--- src/rtl/sas_pkg.sv ---
// Shared types and constants of the sprite animation sequencer.
// Used by sas_ctrl, sas_datapath and sprite_animation_sequencer; no dependencies.
package sas_pkg;

   // frame table geometry
   localparam int MAX_FRAMES = 64;
   localparam int FRAME_W    = $clog2(MAX_FRAMES);
   localparam int FCOUNT_W   = 7;
   localparam int RATE_UNIT  = 100;

   // datapath widths
   localparam int RATE_W  = 9;
   localparam int ACC_W   = 10;
   localparam int CNT_W   = 17;
   localparam int TIME_W  = 16;
   localparam int CELL_W  = 10;
   localparam int COORD_W = 16;
   localparam int POS_W   = 17;

   // channel widths
   localparam int KIND_W     = 3;
   localparam int REQ_DATA_W = 104;
   localparam int RSP_DATA_W = 56;
   localparam int CSR_ADDR_W = 2;
   localparam int CSR_DATA_W = 9;

   // request kinds
   localparam logic [KIND_W-1:0] REQ_TICK   = 3'd0;
   localparam logic [KIND_W-1:0] REQ_WRITE  = 3'd1;
   localparam logic [KIND_W-1:0] REQ_START  = 3'd2;
   localparam logic [KIND_W-1:0] REQ_SETPOS = 3'd3;
   localparam logic [KIND_W-1:0] REQ_CLEAR  = 3'd4;

   // configuration register indexes
   localparam logic [CSR_ADDR_W-1:0] CSR_PLAY_MODE   = 2'd0;
   localparam logic [CSR_ADDR_W-1:0] CSR_FRAME_COUNT = 2'd1;
   localparam logic [CSR_ADDR_W-1:0] CSR_LOOP_START  = 2'd2;
   localparam logic [CSR_ADDR_W-1:0] CSR_RATE        = 2'd3;

   // input transaction payload, last declared field in the lowest bits
   typedef struct packed {
      logic [5:0]                pad;
      logic                      new_vflip;
      logic                      new_hflip;
      logic signed [COORD_W-1:0] new_y;
      logic signed [COORD_W-1:0] new_x;
      logic signed [COORD_W-1:0] entry_dy;
      logic signed [COORD_W-1:0] entry_dx;
      logic [CELL_W-1:0]         entry_cell;
      logic [TIME_W-1:0]         entry_time;
      logic [FRAME_W-1:0]        entry_index;
   } req_item_type;

   // result transaction payload, last declared field in the lowest bits
   typedef struct packed {
      logic [1:0]              pad;
      logic                    is_stopped;
      logic                    is_active;
      logic [FRAME_W-1:0]      current_frame;
      logic                    shown_vflip;
      logic                    shown_hflip;
      logic signed [POS_W-1:0] shown_y;
      logic signed [POS_W-1:0] shown_x;
      logic [CELL_W-1:0]       shown_cell;
   } rsp_item_type;

   // one frame table entry
   typedef struct packed {
      logic [TIME_W-1:0]         hold_time;
      logic [CELL_W-1:0]         cell_id;
      logic signed [COORD_W-1:0] dx;
      logic signed [COORD_W-1:0] dy;
   } entry_type;

   // controller to datapath
   typedef struct packed {
      logic capture;
      logic exec;
      logic step;
      logic load_cnt;
      logic rd_en;
      logic out_load;
   } cmd_type;

   // datapath to controller
   typedef struct packed {
      logic [KIND_W-1:0] kind;
      logic              active;
      logic              accum_pos;
      logic              step_wrap;
      logic              rsp_free;
   } status_type;

endpackage

--- src/rtl/sas_ctrl.sv ---
// Controller of the sprite animation sequencer: sequences request execution,
// frame steps, table reads and result hand-off. Depends on sas_pkg.
module sas_ctrl (
   input  logic                clock,
   input  logic                reset,
   input  logic                req_tvalid,
   output logic                req_tready,
   input  sas_pkg::status_type stat,
   output sas_pkg::cmd_type    cmd
);
   import sas_pkg::*;

   localparam logic [2:0] S_IDLE   = 3'd0;
   localparam logic [2:0] S_EXEC   = 3'd1;
   localparam logic [2:0] S_STEP   = 3'd2;
   localparam logic [2:0] S_LOAD   = 3'd3;
   localparam logic [2:0] S_LOOK   = 3'd4;
   localparam logic [2:0] S_RESULT = 3'd5;

   logic [2:0] state_ff, state_in;

   assign req_tready = (state_ff == S_IDLE);

   // next state and commands
   always_comb begin
      state_in = state_ff;
      cmd      = '0;
      case (state_ff)
         S_IDLE: begin
            if (req_tvalid) begin
               cmd.capture = 1'b1;
               state_in    = S_EXEC;
            end
         end
         S_EXEC: begin
            cmd.exec = 1'b1;
            case (stat.kind)
               REQ_TICK: begin
                  if (stat.active) begin
                     state_in = S_STEP;
                  end else begin
                     cmd.rd_en = 1'b1;
                     state_in  = S_RESULT;
                  end
               end
               REQ_START: begin
                  cmd.rd_en = 1'b1;
                  state_in  = S_LOAD;
               end
               REQ_WRITE: begin
                  state_in = S_LOOK;
               end
               default: begin
                  cmd.rd_en = 1'b1;
                  state_in  = S_RESULT;
               end
            endcase
         end
         // steps until the accumulator is positive again, reading the new entry on a frame change
         S_STEP: begin
            if (stat.accum_pos) begin
               cmd.rd_en = 1'b1;
               state_in  = S_RESULT;
            end else begin
               cmd.step = 1'b1;
               if (stat.step_wrap) begin
                  cmd.rd_en = 1'b1;
                  state_in  = S_LOAD;
               end
            end
         end
         // table data of the new frame is here: reload countdown
         S_LOAD: begin
            cmd.load_cnt = 1'b1;
            state_in     = (stat.kind == REQ_TICK) ? S_STEP : S_RESULT;
         end
         S_LOOK: begin
            cmd.rd_en = 1'b1;
            state_in  = S_RESULT;
         end
         // hold until the result register is free
         S_RESULT: begin
            if (stat.rsp_free) begin
               cmd.out_load = 1'b1;
               state_in     = S_IDLE;
            end
         end
         default: begin
            state_in = S_IDLE;
         end
      endcase
   end

   always_ff @(posedge clock) begin
      if (reset) state_ff <= S_IDLE;
      else       state_ff <= state_in;
   end

endmodule

--- config.mk ---
export PLATFORM = sky130hd
export DESIGN_NAME = sas_ctrl
export DESIGN_NICKNAME = d
export VERILOG_FILES = /design/src/rtl/sas_pkg.sv /design/src/rtl/sas_ctrl.sv
export SDC_FILE = /design/constraint.sdc
export NUM_CORES = 1
export LEC_CHECK = 0
export ABC_AREA = 1
export BUFFER_PORTS_ARGS = -buffer_cell sky130_fd_sc_hd__buf_2
export CAP_MARGIN = 0
export CORE_AREA = 10 10 47 49
export CTS_CLUSTER_DIAMETER = 200
export CTS_CLUSTER_SIZE = 30
export DETAILED_ROUTE_END_ITERATION = 8
export DIE_AREA = 0 0 57 59
export GPL_TIMING_DRIVEN = 1
export PLACE_DENSITY = 0.49
export SLEW_MARGIN = 10
export SYNTH_ARGS = -nofsm -noshare
export SYNTH_HDL_FRONTEND = slang
export SYNTH_SLANG_ARGS = --single-unit
--- constraint.sdc ---
create_clock -name clock -period 1.4 [get_ports clock]
set_input_delay 0.21 -clock clock [delete_from_list [all_inputs] [get_ports clock]]
set_output_delay 0.21 -clock clock [all_outputs]
set_load 0.02 [all_outputs]
* Yosys cells after proc, flatten, opt, wreduce, memory -nomap -nowiden
Index checks and enable logic that the tools add are counted.
** Word-level totals
- Flip-flop bits (word level) :: 3
** Operators by class
- Eq/ne operators :: 10
- Muxes and demuxes :: 21
- Reductions and logical operators :: 3
** Operators with widths (number)
- 3-bit two-way mux :: 6
- 3-bit case mux with 6 select lines :: 1
- 1-bit two-way mux :: 11
- 3-bit by 2-bit == test with 1-bit output (second input constant) :: 3
- 3-bit case mux with 3 select lines :: 1
- 3-bit by 1-bit == test with 1-bit output (second input constant) :: 2
- 3-bit == test (second input constant) :: 2
- 3-bit logical NOT :: 2
- 2-bit inequality test (second input constant) :: 2
- 3-bit inequality test (second input constant) :: 1
- 1-bit case mux with 3 select lines :: 1
- 3-bit AND reduction :: 1
- 1-bit case mux with 2 select lines :: 1

* Logic depth before layout (Yosys ltp)
- Depth after elaboration :: 3
- Depth in mapped cells :: 7

* Least setup slack after synthesis
OpenSTA, ideal clock, no wires.
- Path kind :: register to output
- Start :: register state_ff[1]
- End :: output cmd[1] (netlist name)
- Data arrival time :: 1015 ps
- Setup slack :: 175 ps
- Cell stages (with the launch flop) :: 6
- Path buffers :: 0
- Cell sequence :: dfxtp_1 inv_1 nand2_1 nor2_2 nand2_1 nand3_1
** RTL lines
- start: declaration :: RTL line sas_ctrl.sv:20 : logic [2:0] state_ff, state_in;
- start signal: assignment :: RTL line sas_ctrl.sv:96 : else state_ff <= state_in;
- end: declaration :: RTL line sas_ctrl.sv:9 : output sas_pkg::cmd_type cmd

==> flow_summary.json <==
{
  "root_buffer": "clkbuf_4",
  "outcome": "finished, final reports clean",
  "gp_congestion": 0.7184,
  "timing.final.crit_share": 0.9392,
  "min_period_ps": 1315,
  "cts_max_path_buffers": 2,
  "fin_nets": 87,
  "postRouteAntennaNets": 0,
  "vdd_drop_max_mv": 0.5533,
  "drt_first_pass_iters": 4,
  "finalInstanceArea_um2": 440.4,
  "cp_data_required_time_ps": 1190,
  "ys_ff_latch": 3,
  "tightest_slew_ps": 300.1,
  "synth_top_family_by_area": "simple AND/OR/NAND/NOR gates",
  "reg.largest.list": "state_ff x3",
  "syn_nets": 65,
  "muxShareOfSynthArea": 0,
  "hold_class": "in2reg",
  "hold_slack_ps": 156.1,
  "crit_slowest_cell": "dfxtp_2",
  "core_area_um2": 1401,
  "grt_max_degree": 7,
  "setup_viol": 0,
  "diodes": 0,
  "grt_usage": 0.05275,
  "path_clk_slew_ps": 30,
  "htree_num_levels": 1,
  "crit_path_cell_trace": "inv_2 > nand2_2 > nor2_4 > nand2_1 > nand3_1 > buf_4",
  "cts_tree": "built",
  "synth.avg_cell_area_um2": 5.232,
  "yosys.area_share.simple": 0.5217,
  "wl_um": 872,
  "dieWidth_um": 57,
  "synth_adder_area_share": 0,
  "finalPower_mw": 0.7077,
  "dp_hpwl_um": 753,
  "dr_total_vias": 382,
  "yosysWarnings": 0,
  "antenna_found_initial": 0,
  "pin_count": 17,
  "syn-cell-area_um2": 287.8,
  "port_buffers": 16,
  "crit_fanout": 4,
  "cts.sinks": 3,
  "place_area_um2": 387.9,
  "cts_buffers": 3,
  "slew_headroom": 0.7978,
  "worstPathArrival_ps": 1100,
  "grt_overflow": 0,
  "rsz0062_at_grt": "true",
  "synth_cell_type_count": 15,
  "n_fill_cell": 166,
  "drcViolationCount": 0,
  "yosys.area_share.xor_xnor": 0,
  "initial_core_util": 0.2054,
  "fp-row-count": 14,
  "seq_area_frac_synth": 0.2087,
  "largest_register": "state_ff",
  "drv_cap": 0,
  "die_h_um": 59,
  "grt_pass1_vias": 364,
  "largest_reg_flops": 3,
  "p_per_area_nw_per_um2": 1607,
  "synth-compound-area-share": 0.1130,
  "syn_to_final_growth_pct": 53.04,
  "mostFrequentLayoutCell": "nand2_1",
  "path_class": "reg2out",
  "slew_violations": 0,
  "timing.fmax_ghz": 0.7605,
  "skew_ps": 0.9420,
  "via_per_inst": 4.152,
  "critPathCaptureType": "primary output",
  "drt_iter0_markers": 10,
  "p_leak_nw": 0.2711,
  "worstSkewPairLatency_ps": 230,
  "post_drt_wl_per_cell_um": 9.478,
  "die_area_um2": 3363,
  "fin_tns_setup_ps": 0,
  "synthCells": 55,
  "mostFrequentLayoutCells": "16 x nand2_1, 14 x buf_2, 10 x inv_1",
  "cp-start-kind": "flop",
  "drive_above_1_share": 0.3947,
  "hold_viol": 0,
  "max_stage_delay_ps": 330,
  "grt_pass1_wl_um": 1476
}
Yosys cell counts:
cell      count  area share
nand3_1       3       0.052
o21bai_1      1       0.026
nand2_1      17        0.22
dfxtp_1       3        0.21
inv_1        11        0.14
nor2_2        2       0.043
o21ai_0       2       0.035
nor3_1        2       0.035
inv_2         1       0.013
nand3_2       1       0.035
o21ai_1       1       0.017
nor2_1        7       0.091
nand4_1       1       0.022
or2_2         1       0.022
a21oi_1       2       0.035
layout make-up:
class,count,area [um^2],share of cell area
flip-flops and latches,3,63.81,0.1449
clock buffers,4,26.28,0.05966
repair buffers,17,92.59,0.2102
multi-input cells,40,190.2,0.4318
inverters,12,47.55,0.1080
well taps,16,20.02,0.04545
logic make-up (layout without fill, tap and decap cells):
family                 count (synthesis)  after routing
AND/OR/NAND/NOR                       34             34
buffers and inverters                 12             33
AO/OA/AOI/OAI                          6              6
flip-flops                             3              3
through the flow:
step / instances / setup slack, ps / utilization
floorplan: 55 / 175.1 / -
global placement: 87 / 178.3 / 0.2768
detailed placement: 87 / 194.2 / 0.2768
CTS: 92 / 2.923 / 0.3054
global route: 92 / -9.618 / 0.3143
finish: 92 / 85.16 / 0.3143
layer usage:
layer	share of wire	wire [um]	GRT usage
met5	0	0	0
met1	0.50	433	0.07015
met3	0.079	69	0.02361
met4	0.0092	8	0.03020
met2	0.41	360	0.06667
power by group:
| part | leakage [nW] | total (mW) | switching [mW] | internal, mW |
|---|---|---|---|---|
| Sequential | 0.0258 | 0.157 | 0.0420 | 0.115 |
| Combinational | 0.230 | 0.404 | 0.245 | 0.159 |
| Clock | 0.0150 | 0.146 | 0.0396 | 0.106 |
| Total | 0.271 | 0.708 | 0.327 | 0.381 |
worst max-delay path, delay by kind of cell (launching register included):
kind | cells | cell delay (ps)
DFF | 1 | 330
and+or+nand+nor | 4 | 340
buffers and inverters | 2 | 200
what timing repair did:
item | 4_1_cts | 5_1_grt
setup buffers | 1 | 0
gates cloned | 0 | 0
hold buffers | 0 | 0
resized for setup | 3 | 6
endpoints found under the setup margin | 1 | 5
pin swaps | 1 | 0
final timing paths:
path	from	end	slack [ps]	depth (start not counted)
setup reg to reg	state_ff[1]	state_ff[2]	300	8
setup / recovery	state_ff[1]	cmd[1]	90	6
hold / removal	reset	state_ff[2]	160	2
hold reg to reg	state_ff[0]	state_ff[2]	590	2
No activity file was read; power rests on OpenSTA's default activity.
